### src/rtl/lmt_pkg.sv
`timescale 1ns / 1ps
// Shared types, constants and codes for the LRU month table.
package lmt_pkg;

    // Field widths
    localparam int YEAR_W    = 14;
    localparam int MONTH_W   = 4;
    localparam int KEY_W     = YEAR_W + MONTH_W;
    localparam int STAMP_W   = 32;
    localparam int MAXE_W    = 5;
    localparam int CAUSE_W   = 2;

    // Table and result limits
    localparam int TABLE_DEPTH_DEF = 16;
    localparam int MAX_RESULTS     = 16;
    localparam int NRES_W          = $clog2(MAX_RESULTS + 1);

    // Configuration port
    localparam int APB_ADDR_W = 3;
    localparam int APB_DATA_W = 32;
    localparam logic [STAMP_W-1:0] TIMEOUT_RST = 32'd3600;
    localparam logic [MAXE_W-1:0]  MAXE_RST    = 5'd0;

    // Register select, taken from paddr bit 2
    typedef enum logic {
        REG_TIMEOUT = 1'b0,
        REG_MAXE    = 1'b1
    } reg_sel_t;

    // Eviction cause codes
    typedef enum logic [CAUSE_W-1:0] {
        CAUSE_NONE    = 2'd0,
        CAUSE_TIMEOUT = 2'd1,
        CAUSE_SIZE    = 2'd2,
        CAUSE_FULL    = 2'd3
    } cause_t;

    // Commands from the controller to the datapath
    typedef struct packed {
        logic   load;
        logic   pos_inc;
        logic   pos_to_count;
        logic   pos_to_last;
        logic   ram_rd;
        logic   sel_last;
        logic   touch;
        logic   cnt_inc;
        logic   cnt_dec;
        logic   emit;
        logic   finish;
        cause_t cause;
    } ctrl_cmd_t;

    // Status from the datapath to the controller
    typedef struct packed {
        logic key_zero;
        logic evict_req;
        logic count_zero;
        logic count_full;
        logic pos_is_last;
        logic key_match;
        logic timed_out;
        logic size_over;
        logic nres_full;
    } ctrl_stat_t;

endpackage

### src/rtl/lmt_ram.sv
`timescale 1ns / 1ps
// Generic single-port-write, single-port-read RAM with registered read data.
module lmt_ram #(
    parameter int WIDTH = 8,
    parameter int DEPTH = 16
) (
    input  logic                     clk,
    input  logic                     we,
    input  logic [$clog2(DEPTH)-1:0] waddr,
    input  logic [WIDTH-1:0]         wdata,
    input  logic                     re,
    input  logic [$clog2(DEPTH)-1:0] raddr,
    output logic [WIDTH-1:0]         rdata
);

    logic [WIDTH-1:0] mem_reg [DEPTH];
    logic [WIDTH-1:0] rdata_reg;

    // Write port and registered read port
    always_ff @(posedge clk)
    begin
        if (we)
        begin
            mem_reg[waddr] <= wdata;
        end
        if (re)
        begin
            rdata_reg <= mem_reg[raddr];
        end
    end

    assign rdata = rdata_reg;

endmodule

### src/rtl/lmt_ctrl.sv
`timescale 1ns / 1ps
// Sequencer for lookup, touch, eviction passes and result flush.
module lmt_ctrl (
    input  logic                  clk,
    input  logic                  rst_n,
    input  logic                  start,
    output logic                  busy,
    input  lmt_pkg::ctrl_stat_t   stat,
    output lmt_pkg::ctrl_cmd_t    cmd
);

    typedef enum logic [12:0] {
        S_IDLE      = 13'b0000000000001,
        S_DISPATCH  = 13'b0000000000010,
        S_LK_RD     = 13'b0000000000100,
        S_LK_CMP    = 13'b0000000001000,
        S_HIT       = 13'b0000000010000,
        S_FULL_RD   = 13'b0000000100000,
        S_FULL_EMIT = 13'b0000001000000,
        S_INSERT    = 13'b0000010000000,
        S_TMO_RD    = 13'b0000100000000,
        S_TMO_CHK   = 13'b0001000000000,
        S_SZ_RD     = 13'b0010000000000,
        S_SZ_EMIT   = 13'b0100000000000,
        S_FINISH    = 13'b1000000000000
    } state_t;

    state_t state_reg;
    state_t state_next;

    // State register
    always_ff @(posedge clk or negedge rst_n)
    begin
        if (!rst_n)
        begin
            state_reg <= S_IDLE;
        end
        else
        begin
            state_reg <= state_next;
        end
    end

    assign busy = (state_reg != S_IDLE);

    // Next state and command decode
    always_comb
    begin
        state_next = state_reg;
        cmd        = '0;
        cmd.cause  = lmt_pkg::CAUSE_NONE;
        case (state_reg)
            S_IDLE:
            begin
                if (start)
                begin
                    cmd.load   = 1'b1;
                    state_next = S_DISPATCH;
                end
            end
            S_DISPATCH:
            begin
                if (stat.key_zero)
                begin
                    state_next = stat.evict_req ? S_TMO_RD : S_FINISH;
                end
                else if (stat.count_zero)
                begin
                    cmd.pos_to_count = 1'b1;
                    state_next       = S_INSERT;
                end
                else
                begin
                    state_next = S_LK_RD;
                end
            end
            S_LK_RD:
            begin
                cmd.ram_rd = 1'b1;
                state_next = S_LK_CMP;
            end
            S_LK_CMP:
            begin
                if (stat.key_match)
                begin
                    state_next = S_HIT;
                end
                else if (stat.pos_is_last)
                begin
                    if (stat.count_full)
                    begin
                        state_next = S_FULL_RD;
                    end
                    else
                    begin
                        cmd.pos_to_count = 1'b1;
                        state_next       = S_INSERT;
                    end
                end
                else
                begin
                    cmd.pos_inc = 1'b1;
                    state_next  = S_LK_RD;
                end
            end
            S_HIT:
            begin
                cmd.touch  = 1'b1;
                state_next = stat.evict_req ? S_TMO_RD : S_FINISH;
            end
            S_FULL_RD:
            begin
                cmd.ram_rd   = 1'b1;
                cmd.sel_last = 1'b1;
                state_next   = S_FULL_EMIT;
            end
            S_FULL_EMIT:
            begin
                cmd.emit        = 1'b1;
                cmd.cause       = lmt_pkg::CAUSE_FULL;
                cmd.cnt_dec     = 1'b1;
                cmd.pos_to_last = 1'b1;
                state_next      = S_INSERT;
            end
            S_INSERT:
            begin
                cmd.touch   = 1'b1;
                cmd.cnt_inc = 1'b1;
                state_next  = stat.evict_req ? S_TMO_RD : S_FINISH;
            end
            S_TMO_RD:
            begin
                if (stat.count_zero || stat.nres_full)
                begin
                    state_next = S_SZ_RD;
                end
                else
                begin
                    cmd.ram_rd   = 1'b1;
                    cmd.sel_last = 1'b1;
                    state_next   = S_TMO_CHK;
                end
            end
            S_TMO_CHK:
            begin
                if (stat.timed_out)
                begin
                    cmd.emit    = 1'b1;
                    cmd.cause   = lmt_pkg::CAUSE_TIMEOUT;
                    cmd.cnt_dec = 1'b1;
                    state_next  = S_TMO_RD;
                end
                else
                begin
                    state_next = S_SZ_RD;
                end
            end
            S_SZ_RD:
            begin
                if (!stat.size_over || stat.nres_full)
                begin
                    state_next = S_FINISH;
                end
                else
                begin
                    cmd.ram_rd   = 1'b1;
                    cmd.sel_last = 1'b1;
                    state_next   = S_SZ_EMIT;
                end
            end
            S_SZ_EMIT:
            begin
                cmd.emit    = 1'b1;
                cmd.cause   = lmt_pkg::CAUSE_SIZE;
                cmd.cnt_dec = 1'b1;
                state_next  = S_SZ_RD;
            end
            S_FINISH:
            begin
                cmd.finish = 1'b1;
                state_next = S_IDLE;
            end
            default:
            begin
                state_next = S_IDLE;
            end
        endcase
    end

endmodule

### src/rtl/lmt_dpath.sv
`timescale 1ns / 1ps
// Datapath: recency order list, key/stamp RAM, counters and result staging.
module lmt_dpath #(
    parameter int TABLE_DEPTH = lmt_pkg::TABLE_DEPTH_DEF
) (
    input  logic                           clk,
    input  logic                           rst_n,
    input  lmt_pkg::ctrl_cmd_t             cmd,
    output lmt_pkg::ctrl_stat_t            stat,
    input  logic [lmt_pkg::YEAR_W-1:0]     in_year,
    input  logic [lmt_pkg::MONTH_W-1:0]    in_month,
    input  logic [lmt_pkg::STAMP_W-1:0]    in_now,
    input  logic                           in_evict,
    input  logic [lmt_pkg::STAMP_W-1:0]    timeout,
    input  logic [lmt_pkg::MAXE_W-1:0]     max_entries,
    output logic                           out_strobe,
    output logic                           out_valid,
    output logic [lmt_pkg::YEAR_W-1:0]     out_year,
    output logic [lmt_pkg::MONTH_W-1:0]    out_month,
    output logic [lmt_pkg::CAUSE_W-1:0]    out_cause,
    output logic                           out_last
);

    localparam int PW    = $clog2(TABLE_DEPTH);
    localparam int CW    = $clog2(TABLE_DEPTH + 1);
    localparam int CMPW  = (CW > lmt_pkg::MAXE_W) ? CW : lmt_pkg::MAXE_W;
    localparam int KW    = lmt_pkg::KEY_W;
    localparam int SW    = lmt_pkg::STAMP_W;
    localparam int RAM_W = KW + SW;

    // Item registers
    logic [KW-1:0]              key_reg;
    logic [SW-1:0]              now_reg;
    logic                       evict_reg;

    // Table bookkeeping
    logic [CW-1:0]              count_reg;
    logic [PW-1:0]              pos_reg;
    logic [lmt_pkg::NRES_W-1:0] nres_reg;
    logic [PW-1:0]              ord_reg [TABLE_DEPTH];

    // Result staging
    logic                       pend_valid_reg;
    logic [KW-1:0]              pend_key_reg;
    lmt_pkg::cause_t            pend_cause_reg;
    logic                       out_strobe_reg;
    logic                       out_valid_reg;
    logic [KW-1:0]              out_key_reg;
    lmt_pkg::cause_t            out_cause_reg;
    logic                       out_last_reg;

    logic [CW-1:0]              cnt_m1;
    logic [PW-1:0]              rd_idx;
    logic [PW-1:0]              ord_sel;
    logic [RAM_W-1:0]           rd_data;
    logic [KW-1:0]              rd_key;
    logic [SW-1:0]              rd_stamp;
    logic [SW:0]                age;

    assign cnt_m1 = count_reg - CW'(1);

    // Slot select: position counter, or least recent position
    always_comb
    begin
        rd_idx  = cmd.sel_last ? cnt_m1[PW-1:0] : pos_reg;
        ord_sel = '0;
        if (int'(rd_idx) < TABLE_DEPTH)
        begin
            ord_sel = ord_reg[rd_idx];
        end
    end

    // Key and stamp storage, one word per slot
    lmt_ram #(
        .WIDTH (RAM_W),
        .DEPTH (TABLE_DEPTH)
    ) u_ram (
        .clk   (clk),
        .we    (cmd.touch),
        .waddr (ord_sel),
        .wdata ({key_reg, now_reg}),
        .re    (cmd.ram_rd),
        .raddr (ord_sel),
        .rdata (rd_data)
    );

    assign rd_key   = rd_data[SW +: KW];
    assign rd_stamp = rd_data[SW-1:0];

    // Age with borrow; a borrow means time went backwards
    assign age = {1'b0, now_reg} - {1'b0, rd_stamp};

    // Status toward the controller
    always_comb
    begin
        stat.key_zero    = (key_reg == '0);
        stat.evict_req   = evict_reg;
        stat.count_zero  = (count_reg == '0);
        stat.count_full  = (count_reg == CW'(TABLE_DEPTH));
        stat.pos_is_last = (pos_reg == cnt_m1[PW-1:0]);
        stat.key_match   = (rd_key == key_reg);
        stat.timed_out   = !age[SW] && (age[SW-1:0] >= timeout);
        stat.size_over   = (max_entries != '0) &&
                           (CMPW'(count_reg) > CMPW'(max_entries));
        stat.nres_full   = (nres_reg == lmt_pkg::NRES_W'(lmt_pkg::MAX_RESULTS));
    end

    // Item capture
    always_ff @(posedge clk)
    begin
        if (cmd.load)
        begin
            key_reg   <= {in_year, in_month};
            now_reg   <= in_now;
            evict_reg <= in_evict;
        end
    end

    // Counters
    always_ff @(posedge clk or negedge rst_n)
    begin
        if (!rst_n)
        begin
            count_reg <= '0;
            pos_reg   <= '0;
            nres_reg  <= '0;
        end
        else
        begin
            if (cmd.cnt_inc)
            begin
                count_reg <= count_reg + CW'(1);
            end
            else if (cmd.cnt_dec)
            begin
                count_reg <= cnt_m1;
            end

            if (cmd.load)
            begin
                pos_reg <= '0;
            end
            else if (cmd.pos_inc)
            begin
                pos_reg <= pos_reg + PW'(1);
            end
            else if (cmd.pos_to_count)
            begin
                pos_reg <= count_reg[PW-1:0];
            end
            else if (cmd.pos_to_last)
            begin
                pos_reg <= cnt_m1[PW-1:0];
            end

            if (cmd.load)
            begin
                nres_reg <= '0;
            end
            else if (cmd.emit)
            begin
                nres_reg <= nres_reg + lmt_pkg::NRES_W'(1);
            end
        end
    end

    // Recency order: position 0 most recent, free slots beyond the count.
    // A touch moves the slot at pos_reg to the front.
    always_ff @(posedge clk or negedge rst_n)
    begin
        if (!rst_n)
        begin
            for (int p = 0; p < TABLE_DEPTH; p++)
            begin
                ord_reg[p] <= PW'(p);
            end
        end
        else if (cmd.touch)
        begin
            ord_reg[0] <= ord_sel;
            for (int p = 1; p < TABLE_DEPTH; p++)
            begin
                if (PW'(p) <= pos_reg)
                begin
                    ord_reg[p] <= ord_reg[p-1];
                end
            end
        end
    end

    // Result staging: hold one eviction until it is known whether it is last
    always_ff @(posedge clk or negedge rst_n)
    begin
        if (!rst_n)
        begin
            pend_valid_reg <= 1'b0;
            pend_key_reg   <= '0;
            pend_cause_reg <= lmt_pkg::CAUSE_NONE;
            out_strobe_reg <= 1'b0;
            out_valid_reg  <= 1'b0;
            out_key_reg    <= '0;
            out_cause_reg  <= lmt_pkg::CAUSE_NONE;
            out_last_reg   <= 1'b0;
        end
        else
        begin
            out_strobe_reg <= 1'b0;
            if (cmd.emit)
            begin
                if (pend_valid_reg)
                begin
                    out_strobe_reg <= 1'b1;
                    out_valid_reg  <= 1'b1;
                    out_key_reg    <= pend_key_reg;
                    out_cause_reg  <= pend_cause_reg;
                    out_last_reg   <= 1'b0;
                end
                pend_valid_reg <= 1'b1;
                pend_key_reg   <= rd_key;
                pend_cause_reg <= cmd.cause;
            end
            else if (cmd.finish)
            begin
                out_strobe_reg <= 1'b1;
                out_last_reg   <= 1'b1;
                pend_valid_reg <= 1'b0;
                if (pend_valid_reg)
                begin
                    out_valid_reg <= 1'b1;
                    out_key_reg   <= pend_key_reg;
                    out_cause_reg <= pend_cause_reg;
                end
                else
                begin
                    out_valid_reg <= 1'b0;
                    out_key_reg   <= '0;
                    out_cause_reg <= lmt_pkg::CAUSE_NONE;
                end
            end
        end
    end

    assign out_strobe = out_strobe_reg;
    assign out_valid  = out_valid_reg;
    assign out_year   = out_key_reg[KW-1:lmt_pkg::MONTH_W];
    assign out_month  = out_key_reg[lmt_pkg::MONTH_W-1:0];
    assign out_cause  = out_cause_reg;
    assign out_last   = out_last_reg;

endmodule

### src/rtl/lru_month_table_with_timeout_top.sv
`timescale 1ns / 1ps
// Top level: LRU table of (year, month) keys with timeout and size eviction.
//
// Usage:
//   An item (year, month, now_seconds, do_evict) is taken at a rising edge
//   with start high and busy low. A nonzero key is looked up and moved to
//   the most recent place, or inserted (first evicting one if full).
//   With do_evict set, least recent entries are then evicted while timed
//   out, then while the count is above a nonzero max_entries (up to 16 per item).
//   Each result word is shown for one cycle with result_valid high; the
//   receiver cannot stall, so every word must be taken on that cycle.
//   last_result marks the final word of an item; an item with no eviction
//   gives one word with evicted_valid low.
//   Steps with busy high: dispatch, a lookup that compares one entry at a
//   time (one RAM read port), touch, a table-full eviction if needed,
//   timeout and size evictions, the checks that end the two passes, and
//   flush. Items go one at a time: the next start is taken once busy is
//   low. The last word shows in the first cycle busy is low.
//   Reset empties the table (no RAM clearing pass is needed) and loads
//   timeout_seconds = 3600, max_entries = 0. Registers sit on the APB port
//   at byte 0 and 4 and should be written only while busy is low.
module lru_month_table_with_timeout_top #(
    parameter int TABLE_DEPTH = lmt_pkg::TABLE_DEPTH_DEF
) (
    input  logic                              clk,
    input  logic                              rst_n,
    // Item channel
    input  logic                              start,
    output logic                              busy,
    input  logic [lmt_pkg::YEAR_W-1:0]        year,
    input  logic [lmt_pkg::MONTH_W-1:0]       month,
    input  logic [lmt_pkg::STAMP_W-1:0]       now_seconds,
    input  logic                              do_evict,
    // Result channel
    output logic                              result_valid,
    output logic                              evicted_valid,
    output logic [lmt_pkg::YEAR_W-1:0]        evicted_year,
    output logic [lmt_pkg::MONTH_W-1:0]       evicted_month,
    output logic [lmt_pkg::CAUSE_W-1:0]       evict_cause,
    output logic                              last_result,
    // Configuration port
    input  logic                              psel,
    input  logic                              penable,
    input  logic                              pwrite,
    input  logic [lmt_pkg::APB_ADDR_W-1:0]    paddr,
    input  logic [lmt_pkg::APB_DATA_W-1:0]    pwdata,
    output logic [lmt_pkg::APB_DATA_W-1:0]    prdata,
    output logic                              pready
);

    logic [lmt_pkg::STAMP_W-1:0] timeout_reg;
    logic [lmt_pkg::MAXE_W-1:0]  max_entries_reg;
    lmt_pkg::reg_sel_t           reg_sel;
    logic                        cfg_wr;
    lmt_pkg::ctrl_cmd_t          cmd;
    lmt_pkg::ctrl_stat_t         stat;

    // Configuration registers
    assign pready  = 1'b1;
    assign reg_sel = lmt_pkg::reg_sel_t'(paddr[2]);
    assign cfg_wr  = psel && penable && pwrite && pready;

    always_ff @(posedge clk or negedge rst_n)
    begin
        if (!rst_n)
        begin
            timeout_reg     <= lmt_pkg::TIMEOUT_RST;
            max_entries_reg <= lmt_pkg::MAXE_RST;
        end
        else if (cfg_wr)
        begin
            case (reg_sel)
                lmt_pkg::REG_TIMEOUT: timeout_reg     <= pwdata[lmt_pkg::STAMP_W-1:0];
                lmt_pkg::REG_MAXE:    max_entries_reg <= pwdata[lmt_pkg::MAXE_W-1:0];
                default:              ;
            endcase
        end
    end

    // Read back
    always_comb
    begin
        case (reg_sel)
            lmt_pkg::REG_TIMEOUT: prdata = lmt_pkg::APB_DATA_W'(timeout_reg);
            lmt_pkg::REG_MAXE:    prdata = lmt_pkg::APB_DATA_W'(max_entries_reg);
            default:              prdata = '0;
        endcase
    end

    // Controller
    lmt_ctrl u_ctrl (
        .clk   (clk),
        .rst_n (rst_n),
        .start (start),
        .busy  (busy),
        .stat  (stat),
        .cmd   (cmd)
    );

    // Datapath
    lmt_dpath #(
        .TABLE_DEPTH (TABLE_DEPTH)
    ) u_dpath (
        .clk         (clk),
        .rst_n       (rst_n),
        .cmd         (cmd),
        .stat        (stat),
        .in_year     (year),
        .in_month    (month),
        .in_now      (now_seconds),
        .in_evict    (do_evict),
        .timeout     (timeout_reg),
        .max_entries (max_entries_reg),
        .out_strobe  (result_valid),
        .out_valid   (evicted_valid),
        .out_year    (evicted_year),
        .out_month   (evicted_month),
        .out_cause   (evict_cause),
        .out_last    (last_result)
    );

endmodule
### config.mk
export PLATFORM = sky130hd
export DESIGN_NAME = lru_month_table_with_timeout_top
export DESIGN_NICKNAME = d
export VERILOG_FILES = /design/src/rtl/lmt_pkg.sv /design/src/rtl/lmt_ram.sv /design/src/rtl/lmt_ctrl.sv /design/src/rtl/lmt_dpath.sv /design/src/rtl/lru_month_table_with_timeout_top.sv
export SDC_FILE = /design/constraint.sdc
export NUM_CORES = 1
export LEC_CHECK = 0
export BUFFER_PORTS_ARGS = -buffer_cell sky130_fd_sc_hd__buf_2
export CORE_ASPECT_RATIO = 1.25
export CORE_UTILIZATION = 40
export DETAILED_ROUTE_END_ITERATION = 8
export HOLD_SLACK_MARGIN = 0.02
export PLACE_DENSITY_LB_ADDON = 0.12
export REMOVE_ABC_BUFFERS = 1
export SETUP_SLACK_MARGIN = 0.02
export SLEW_MARGIN = 20
export SYNTH_ARGS = -nofsm -noshare
export SYNTH_HDL_FRONTEND = slang
export SYNTH_SLANG_ARGS = --single-unit
### constraint.sdc
create_clock -name clk -period 8.5 [get_ports clk]
set_input_delay 2.55 -clock clk [delete_from_list [all_inputs] [get_ports clk]]
set_output_delay 2.55 -clock clk [all_outputs]
set_load 0.01 [all_outputs]
==> results.json, run 1 <==
{
  "start_util_pct": 40.3,
  "crit_buf_inv": 3,
  "cpPeakStageDelay_ns": 0.76,
  "cp_top_family": "compound AO/OA/AOI/OAI gates",
  "place_area_um2": 48000,
  "yosysMostFrequentCell": "edfxtp_1",
  "totalWireLength_mm": 111,
  "first_pass_iters": 5,
  "power_mw": 15.8,
  "crit_path_start_kind": "flop",
  "vias": 24600,
  "grt_remaining_overflow": 0,
  "gp_congestion": 0.801,
  "largest_reg_flops": 800,
  "clockRootBuffer": "clkbuf_16",
  "cts_buffers": 109,
  "fin_cells": 4609,
  "grt_pass1_vias": 25200,
  "cp_common_cell": "o21ai_0",
  "fin_setup_tns_ns": 0,
  "fmax_ghz": 0.137,
  "avgSynthCellArea_um2": 15.9,
  "drtIter0Drc": 1581,
  "pin_count": 149,
  "drc_errors": 0,
  "cts_htree_levels": 3,
  "synth_edf_count": 901,
  "hold_buffers": 0,
  "post-dp-hpwl_mm": 61.8,
  "die_area_um2": 115000,
  "relSlewSlack_pct": 26.5,
  "clk_latency_ns": 0.72,
  "min-delay-path-class": "flop to flop",
  "die_w_um": 304,
  "synth_top_area_share_pct": 59.4,
  "fin_nets": 3213,
  "p_per_area_nw_per_um2": 306,
  "cts_tree": "done",
  "arrival_ns": 7.94,
  "slew_viol_final": 0,
  "dpl_worst_slack_ns": 1.19,
  "num_antenna_cells": 0,
  "wl_per_cell_um": 24.1,
  "cts_sinks": 1073,
  "fin_util_pct": 45.6,
  "grt_max_degree": 168,
  "die_h_um": 379,
  "hold_viol": 0,
  "finalClockSkew_ns": 0.0300,
  "netlist_instances": 2871,
  "ys_warn_count": 0,
  "synth_seq_cells": 1073,
  "ys_types": 73,
  "rsz0062_at_grt": "false",
  "antenna_found_initial": 1,
  "synthArstFlopShare_pct": 16.0,
  "cts.path.max_buffers": 3,
  "cp-end-kind": "flop",
  "power.leakage_nw": 19.2,
  "io_buffers": 145,
  "core.rowCount": 138,
  "clk_pin_slew_worst_paths_ns": 0.06,
  "grt_util_all_layers_pct": 19.2,
  "status": "completed",
  "dp_cells": 4402,
  "whs_ns": 0.481,
  "drive_gt1_share_pct": 20.8,
  "ys_seq_area_share_pct": 69.0,
  "synth_area_leader_cell": "edfxtp_1",
  "tightest_slew_ns": 1.10,
  "post_cts_buffers": 0,
  "finalCritPeriodShare_pct": 86.0,
  "synth-main-ff-cell": "edfxtp_1",
  "core_um2": 113000,
  "worst-path-max-fanout": 21,
  "setup_ws_ns": 1.19,
  "final_area_um2": 51600,
  "grt_first_pass_wirelength_mm": 163,
  "ant_nets": 0,
  "netlist_area_um2": 45500,
  "netlist_top_cells_area": "edfxtp_1 59%, mux2i_1 9.6%, dfrtp_1 7.4%, mux2_2 5.5%, dfstp_2 2.1%",
  "setup-violations-final": 0,
  "vias_per_cell": 5.35,
  "critical_path_required_ns": 9.13,
  "vdd_ir_drop_max_mv": 0.286,
  "crit_type": "flop to flop",
  "fin_crit_ns": 7.31,
  "cp_slowest_cell": "o21a_1",
  "post_cts_resized": 0,
  "area_growth_syn_to_layout_pct": 13.3,
  "maxCapViolCount": 0,
  "yosys-top-cells-count": "901 x edfxtp_1, 437 x mux2i_1, 222 x mux2_2"
}
final timing paths:
path | from | end | slack (ns) | cells past startpoint
worst max-delay path | u_dpath.now_reg[0]$_DFFE_PP_ | u_dpath.out_key_reg[7]$_DFFE_PN0P_ | 1.19 | 28
worst min-delay path | u_dpath.pend_key_reg[4]$_DFFE_PN0P_ | u_dpath.out_key_reg[4]$_DFFE_PN0P_ | 0.48 | 1
worst max register to register | u_dpath.now_reg[0]$_DFFE_PP_ | u_dpath.out_key_reg[7]$_DFFE_PN0P_ | 1.19 | 28
worst min register to register | u_dpath.pend_key_reg[4]$_DFFE_PN0P_ | u_dpath.out_key_reg[4]$_DFFE_PN0P_ | 0.48 | 1
max in group asynchronous | rst_n | u_dpath.out_key_reg[7]$_DFFE_PN0P_ | 4.97 | 2
min in group asynchronous | rst_n | u_dpath.ord_reg[13]$_DFFE_PN0P_ | 2.01 | 1
power breakdown:
group          switching (mW)  internal [mW]
clock network            2.01           2.71
logic                    2.58           1.83
registers               0.387           6.28
cell families after synthesis:
kind of cell | after synthesis | share of synthesized area (%)
other cells | 1 | 0.00824
compound gates | 411 | 6.28
flops | 1073 | 69.0
simple gates | 358 | 3.68
fa+ha+maj | 78 | 2.16
xor+xnor | 59 | 1.14
mux | 665 | 15.4
buf+inv | 226 | 2.37
layer usage:
metal	vias up	global-route usage, %	wire (um)
li1	11300	-	-
met1	12700	25.4	49900
met2	479	33.2	55300
met3	137	2.26	3690
met4	0	5.28	2080
met5	-	0	0
cell usage in the layout (no fill, tap or decap), types with 9 or more instances in the layout:
cell       synthesis  layout
clkbuf_16          0     110
a21oi_1           49      48
clkbuf_1          62      33
nand4_1           15      15
buf_12             0      10
buf_4             15      39
a21o_1            30      30
inv_1             93      92
edfxtp_1         901     901
mux2_2           222     222
xnor2_1           43      43
nand2_1          101     100
o211ai_1          58      58
clkinv_2           0      22
dfstp_2           37      37
and3_1             9       9
xor2_1            16      16
buf_2             36     144
nor3_1            10      10
nor2_1           137     120
ha_1              77      77
mux2i_1          437     437
a211o_1           51      51
dfrtp_1          135     135
nor2_4             0      17
o21a_1            12      12
o21ai_0           94      94
clkinv_1           0      14
a22o_1            20      20
a22oi_1           53      53
nand3_1           18      18
nand2b_1          11      10
cell type report:
| class | count | area [um^2] |
|---|---|---|
| well taps | 1470 | 1840 |
| flip-flops and latches | 1073 | 31400 |
| clock buffers | 152 | 2990 |
| inverters | 93 | 350 |
| fillers | 9830 | 61500 |
| multi-input cells | 1572 | 13200 |
| clock inverters | 55 | 547 |
| repair buffers | 194 | 1230 |
Note: power is estimated with default switching activity, not from simulation.
==> run 2, diff against run 1 <==
--- a/config.mk
+++ b/config.mk
@@ -5,7 +5,7 @@
 export SDC_FILE = /design/constraint.sdc
 export NUM_CORES = 1
 export LEC_CHECK = 0
-export BUFFER_PORTS_ARGS = -buffer_cell sky130_fd_sc_hd__buf_2
+export BUFFER_PORTS_ARGS = -buffer_cell sky130_fd_sc_hd__buf_4
 export CORE_ASPECT_RATIO = 1.25
 export CORE_UTILIZATION = 40
 export DETAILED_ROUTE_END_ITERATION = 8
==> constraint.sdc (replaced) <==
create_clock -name clk -period 9.3 [get_ports clk]
set_input_delay 2.79 -clock clk [delete_from_list [all_inputs] [get_ports clk]]
set_output_delay 2.79 -clock clk [all_outputs]
set_load 0.01 [all_outputs]
==> run 2 against run 1 <==
  * Combinational power decreased by 7.5%
  * Utilization increased by 0.31 points
  * Global-route usage increased by 0.12 points
  * Register-to-register slack improved by 0.38 ns
==> results.json, run 2 (synthesis results as in run 1) <==
{
  "status": "completed",
  "fin_nets": 3213,
  "die_h_um": 379,
  "cts_tree": "done",
  "slew_viol_final": 0,
  "cts_htree_levels": 3,
  "critical_path_required_ns": 9.93,
  "dp_cells": 4404,
  "internal_power_mw": 9.92,
  "grt_remaining_overflow": 0,
  "gp_congestion": 0.818,
  "totalWireLength_mm": 112,
  "post_cts_buffers": 0,
  "post_cts_resized": 0,
  "worst-path-max-fanout": 35,
  "p_per_area_nw_per_um2": 279,
  "core_um2": 113000,
  "worstReg2RegEnd": "u_dpath.out_key_reg[12]$_DFFE_PN0P_",
  "p_switching_mw": 4.56,
  "ant_nets": 0,
  "vdd_ir_drop_max_mv": 0.204,
  "start_util_pct": 40.3,
  "min-delay-start": "u_dpath.pend_cause_reg[1]$_DFFE_PN0P_",
  "antenna_found_initial": 2,
  "grt_first_pass_wirelength_mm": 163,
  "grt_util_all_layers_pct": 19.3,
  "cts_sinks": 1073,
  "critPathCapture": "u_dpath.out_key_reg[12]$_DFFE_PN0P_",
  "setup-violations-final": 0,
  "reg2reg_depth": 25,
  "post-dp-hpwl_mm": 63.1,
  "vias": 24800,
  "clk_pin_slew_worst_paths_ns": 0.06,
  "die_w_um": 304,
  "wl_per_cell_um": 24.3,
  "fin_crit_ns": 7.73,
  "grt_pass1_vias": 25200,
  "first_pass_iters": 5,
  "drive_gt1_share_pct": 20.8,
  "grt_max_degree": 170,
  "cp-end-kind": "flop",
  "combPwrFrac_pct": 28.2,
  "area_growth_syn_to_layout_pct": 14.1,
  "core.rowCount": 138,
  "min-delay-path-class": "flop to flop",
  "crit_path_start_kind": "flop",
  "clockRootBuffer": "clkbuf_16",
  "finalClockSkew_ns": 0.0350,
  "pin_count": 149,
  "fmax_ghz": 0.129,
  "largest_reg_flops": 800,
  "rsz0062_at_grt": "false",
  "hold_viol": 0,
  "finalCritPeriodShare_pct": 83.1,
  "clk_latency_ns": 0.71,
  "final_cell_mix": "901 x edfxtp_1, 437 x mux2i_1, 222 x mux2_2",
  "drc_errors": 0,
  "place_area_um2": 48400,
  "power.leakage_nw": 19.3,
  "layout_commonest_cell": "edfxtp_1",
  "die_area_um2": 115000,
  "maxCapViolCount": 0,
  "cts_buffers": 107,
  "crit_type": "flop to flop",
  "drtIter0Drc": 1732,
  "final_area_um2": 51900,
  "io_buffers": 145,
  "seqPwrFrac_pct": 42.0,
  "crit_start": "u_dpath.now_reg[2]$_DFFE_PP_",
  "vias_per_cell": 5.38,
  "relSlewSlack_pct": 23.7,
  "tightest_slew_ns": 1.15,
  "hold_buffers": 0,
  "ff2ff_setup_slack_ns": 1.57,
  "arrival_ns": 8.36,
  "dpl_worst_slack_ns": 1.68,
  "clkPwrFrac_pct": 29.8,
  "swShare_pct": 31.5,
  "power_mw": 14.5,
  "setup_ws_ns": 1.57,
  "fin_cells": 4608,
  "regToRegStartpoint": "u_dpath.now_reg[2]$_DFFE_PP_",
  "fin_util_pct": 45.9,
  "cts.path.max_buffers": 3
}
==> run 2: cell count changes in the layout (fill, tap and decap cells not counted), moves of 2 or more <==
| cell | before | now |
|---|---|---|
| clkbuf_8 | 8 | 11 |
| buf_2 | 144 | 0 |
| clkbuf_4 | 2 | 0 |
| clkinv_2 | 22 | 17 |
| buf_4 | 39 | 186 |
| clkinv_4 | 2 | 0 |
| buf_12 | 10 | 7 |
==> run 2: power groups by stage <==
stage / combinational (mW) / sequential [mW] / clock [mW]
after global routing: 4.45 / 6.12 / 4.60
after detailed placement: 4.13 / 6.18 / 0
after CTS: 4.14 / 6.08 / 4.43
after floorplan: 3.48 / 6.03 / 0
final: 4.08 / 6.08 / 4.32
after global placement: 4.06 / 6.15 / 0
==> run 2: worst max-delay path: stages (launching register included) <==
cell      delay [ns]
edfxtp_1        0.69
ha_1            0.39
nor2b_1         0.15
o21a_1          0.18
o21ai_0         0.30
a21oi_1         0.17
a31oi_1         0.39
o21ai_0         0.43
a21o_1          0.28
a21o_1          0.21
a211oi_1        0.26
o21bai_1        0.11
a21oi_1         0.18
xnor2_1         0.09
ha_1            0.30
nand4_1         0.09
or2_2           0.36
o22ai_1         0.16
a211oi_1        0.12
o21ai_0         0.17
a211o_1         0.13
nand3_1         0.48
o311ai_4        0.42
buf_4           0.52
o21a_1          0.80
a22o_1          0.24
==> run 2: layout make-up <==
| class | count | area (um^2) |
|---|---|---|
| antenna | 1 | 2.50 |
| timing repair buffer | 196 | 1590 |
| clock buffer | 153 | 3040 |
| tap | 1470 | 1840 |
| clock inverter | 50 | 488 |
| multi-input combinational | 1572 | 13200 |
| fill | 9713 | 61200 |
| inverter | 93 | 350 |
| sequential | 1073 | 31400 |
==> run 2: worst min path at each step <==
| stage | end | slack, ns | cells after the start |
|---|---|---|---|
| finish | u_dpath.pend_cause_reg[1]$_DFFE_PN0P_ | 0.48 | 2 |
| global placement | u_dpath.pend_cause_reg[1]$_DFFE_PN0P_ | 0.46 | 2 |
| floorplan | u_ctrl.state_reg[12]$_DFFE_PN0P_ | 0.44 | 1 |
| detailed placement | u_dpath.pend_cause_reg[1]$_DFFE_PN0P_ | 0.47 | 2 |
| CTS | u_dpath.pend_cause_reg[1]$_DFFE_PN0P_ | 0.49 | 2 |
| global route | u_dpath.pend_cause_reg[1]$_DFFE_PN0P_ | 0.50 | 2 |
==> run 2: per-layer routing <==
metal	track usage, %	vias to the layer above	wire length, um
met5	0	-	0
met4	6.06	0	2430
met3	2.72	137	5140
met2	32.9	587	54900
met1	25.5	12700	49400
li1	-	11400	-
==> run 2: stage by stage <==
stage,TNS [ns],hold WS (ns)
2_1_floorplan,-7569.42,0.441
3_3_place_gp,0,0.465
3_5_place_dp,0,0.474
4_1_cts,0,0.487
5_1_grt,0,0.498
6_report,0,0.482
==> run 3, diff against run 2 <==
==> constraint.sdc (replaced) <==
create_clock -name clk -period 7.8 [get_ports clk]
set_input_delay 2.34 -clock clk [delete_from_list [all_inputs] [get_ports clk]]
set_output_delay 2.34 -clock clk [all_outputs]
set_load 0.01 [all_outputs]
==> run 3 against run 2 <==
  * Sequential power is 19% higher
  * Non-clock buffer count is 4 higher
  * Setup slack worse by 0.69 ns
  * First-iteration DRC count is 8.8% lower
  * Cell area is 0.21% higher
  * Critical path depth stayed put
  * Largest cell class unchanged
==> results.json, run 3 (synthesis results as in run 1) <==
{
  "start_util_pct": 40.3,
  "core.rowCount": 138,
  "die_h_um": 379,
  "pin_count": 149,
  "vias": 24800,
  "gp_congestion": 0.790,
  "post_cts_buffers": 0,
  "first_pass_iters": 5,
  "fin_setup_tns_ns": 0,
  "final_area_um2": 52000,
  "cp_common_cell": "o21ai_0",
  "rsz0062_at_grt": "false",
  "wl_per_cell_um": 24.4,
  "hold_depth": 2,
  "power_mw": 17.3,
  "fin_util_pct": 46.0,
  "cp_slowest_cell": "o21a_1",
  "fin_crit_ns": 6.92,
  "clockRootBuffer": "clkbuf_16",
  "ant_nets": 0,
  "totalWireLength_mm": 112,
  "core_um2": 113000,
  "finalCritPeriodShare_pct": 88.7,
  "relSlewSlack_pct": 28.4,
  "drc_errors": 0,
  "vias_per_cell": 5.37,
  "slew_viol_final": 0,
  "area_growth_syn_to_layout_pct": 14.3,
  "fin_nets": 3218,
  "cts_buffers": 108,
  "hold_buffers": 0,
  "vdd_ir_drop_max_mv": 0.446,
  "min-delay-start": "u_dpath.pend_cause_reg[1]$_DFFE_PN0P_",
  "clk_latency_ns": 0.70,
  "die_w_um": 304,
  "grt_util_all_layers_pct": 19.4,
  "cts_htree_levels": 3,
  "setup-violations-final": 0,
  "status": "completed",
  "die_area_um2": 115000,
  "drive_gt1_share_pct": 21.0,
  "finalClockSkew_ns": 0.0257,
  "clk_pin_slew_worst_paths_ns": 0.06,
  "cpPeakStageDelay_ns": 0.78,
  "place_area_um2": 48500,
  "cp_top_family": "compound AO/OA/AOI/OAI gates",
  "min_to": "u_dpath.pend_cause_reg[1]$_DFFE_PN0P_",
  "hold_viol": 0,
  "grt_remaining_overflow": 0,
  "io_buffers": 145,
  "crit_type": "flop to flop",
  "cts_sinks": 1073,
  "antenna_found_initial": 3,
  "layout_commonest_cell": "edfxtp_1",
  "critical_path_required_ns": 8.43,
  "crit_path_start_kind": "flop",
  "maxCapViolCount": 0,
  "final_cell_mix": "901 x edfxtp_1, 437 x mux2i_1, 222 x mux2_2",
  "worst-path-max-fanout": 21,
  "post_cts_resized": 0,
  "drtIter0Drc": 1579,
  "grt_first_pass_wirelength_mm": 165,
  "min-delay-path-class": "flop to flop",
  "fmax_ghz": 0.145,
  "cts_tree": "done",
  "reg2reg_depth": 25,
  "largest_reg_flops": 800,
  "nFillCells": 9672,
  "tightest_slew_ns": 1.07,
  "grt_max_degree": 135,
  "ff2ff_setup_slack_ns": 0.88,
  "seq_area_um2": 31400,
  "post-dp-hpwl_mm": 62.5,
  "crit_buf_inv": 1,
  "grt_pass1_vias": 25500,
  "regToRegStartpoint": "u_dpath.now_reg[2]$_DFFE_PP_",
  "power.leakage_nw": 19.3,
  "multi_input_area_um2": 13200,
  "arrival_ns": 7.55,
  "cp-end-kind": "flop",
  "worstReg2RegEnd": "u_dpath.out_key_reg[14]$_DFFE_PN0P_",
  "cts.path.max_buffers": 3,
  "p_per_area_nw_per_um2": 332
}
==> run 3: worst max path at each step <==
stage,startpoint,end,slack (ns),depth (start not counted)
2_1_floorplan,u_dpath.count_reg[0]$_DFFE_PN0P_,u_dpath.u_ram.mem_reg[13][0]$_DFFE_PP_,-11.67,11
3_3_place_gp,u_dpath.now_reg[2]$_DFFE_PP_,u_dpath.out_key_reg[7]$_DFFE_PN0P_,0.97,25
3_5_place_dp,u_dpath.now_reg[2]$_DFFE_PP_,u_dpath.out_key_reg[17]$_DFFE_PN0P_,0.86,25
4_1_cts,u_dpath.now_reg[2]$_DFFE_PP_,u_dpath.out_key_reg[14]$_DFFE_PN0P_,0.79,25
5_1_grt,u_dpath.now_reg[2]$_DFFE_PP_,u_dpath.out_key_reg[4]$_DFFE_PN0P_,0.28,25
6_report,u_dpath.now_reg[2]$_DFFE_PP_,u_dpath.out_key_reg[14]$_DFFE_PN0P_,0.88,25
==> run 3: per-layer routing <==
layer  global-route usage [%]  vias up  routed length, um
li1                         -    11300                  -
met1                     25.1    12800              48800
met2                     34.0      509              56600
met3                     2.45      140               4530
met4                     5.79        0               2400
met5                        0        -                  0
==> run 3: through the flow <==
step / setup WS [ns] / hold WS (ns) / instances
after floorplan: -11.67 / 0.441 / 2738
final: 0.882 / 0.486 / 4608
after global routing: 0.281 / 0.511 / 4607
after detailed placement: 0.857 / 0.475 / 4408
after CTS: 0.794 / 0.492 / 4607
after global placement: 0.966 / 0.467 / 4407
==> run 3: power by group <==
group | internal [mW] | switching, mW
Sequential | 6.84 | 0.413
Combinational | 2.03 | 2.85
Clock | 2.97 | 2.17
Total | 11.8 | 5.43
==> run 3: layout make-up <==
| class | count | area share [%] |
|---|---|---|
| clock inverters | 58 | 1.06 |
| repair buffers | 200 | 3.30 |
| inverters | 93 | 0.673 |
| flip-flops and latches | 1073 | 60.4 |
| diodes | 1 | 0.00481 |
| clock buffers | 141 | 5.69 |
| multi-input cells | 1572 | 25.4 |
| well taps | 1470 | 3.53 |
==> run 3: worst reg2reg max path, stage by stage, from the launching register on <==
cell and delay (ns):
edfxtp_1 0.67, ha_1 0.38, nor2b_1 0.15, o21a_1 0.17
o21ai_0 0.27, a21oi_1 0.16, a31oi_1 0.38, o21ai_0 0.20
buf_4 0.19, a21o_1 0.17, a21o_1 0.21, a211oi_1 0.27
o21bai_1 0.11, a21oi_1 0.18, xnor2_1 0.09, ha_1 0.30
nand4_1 0.10, or2_2 0.37, o22ai_1 0.14, a211oi_1 0.11
o21ai_0 0.17, a211o_1 0.13, nand3_1 0.39, o311ai_4 0.48
o21a_1 0.79, a22o_1 0.27
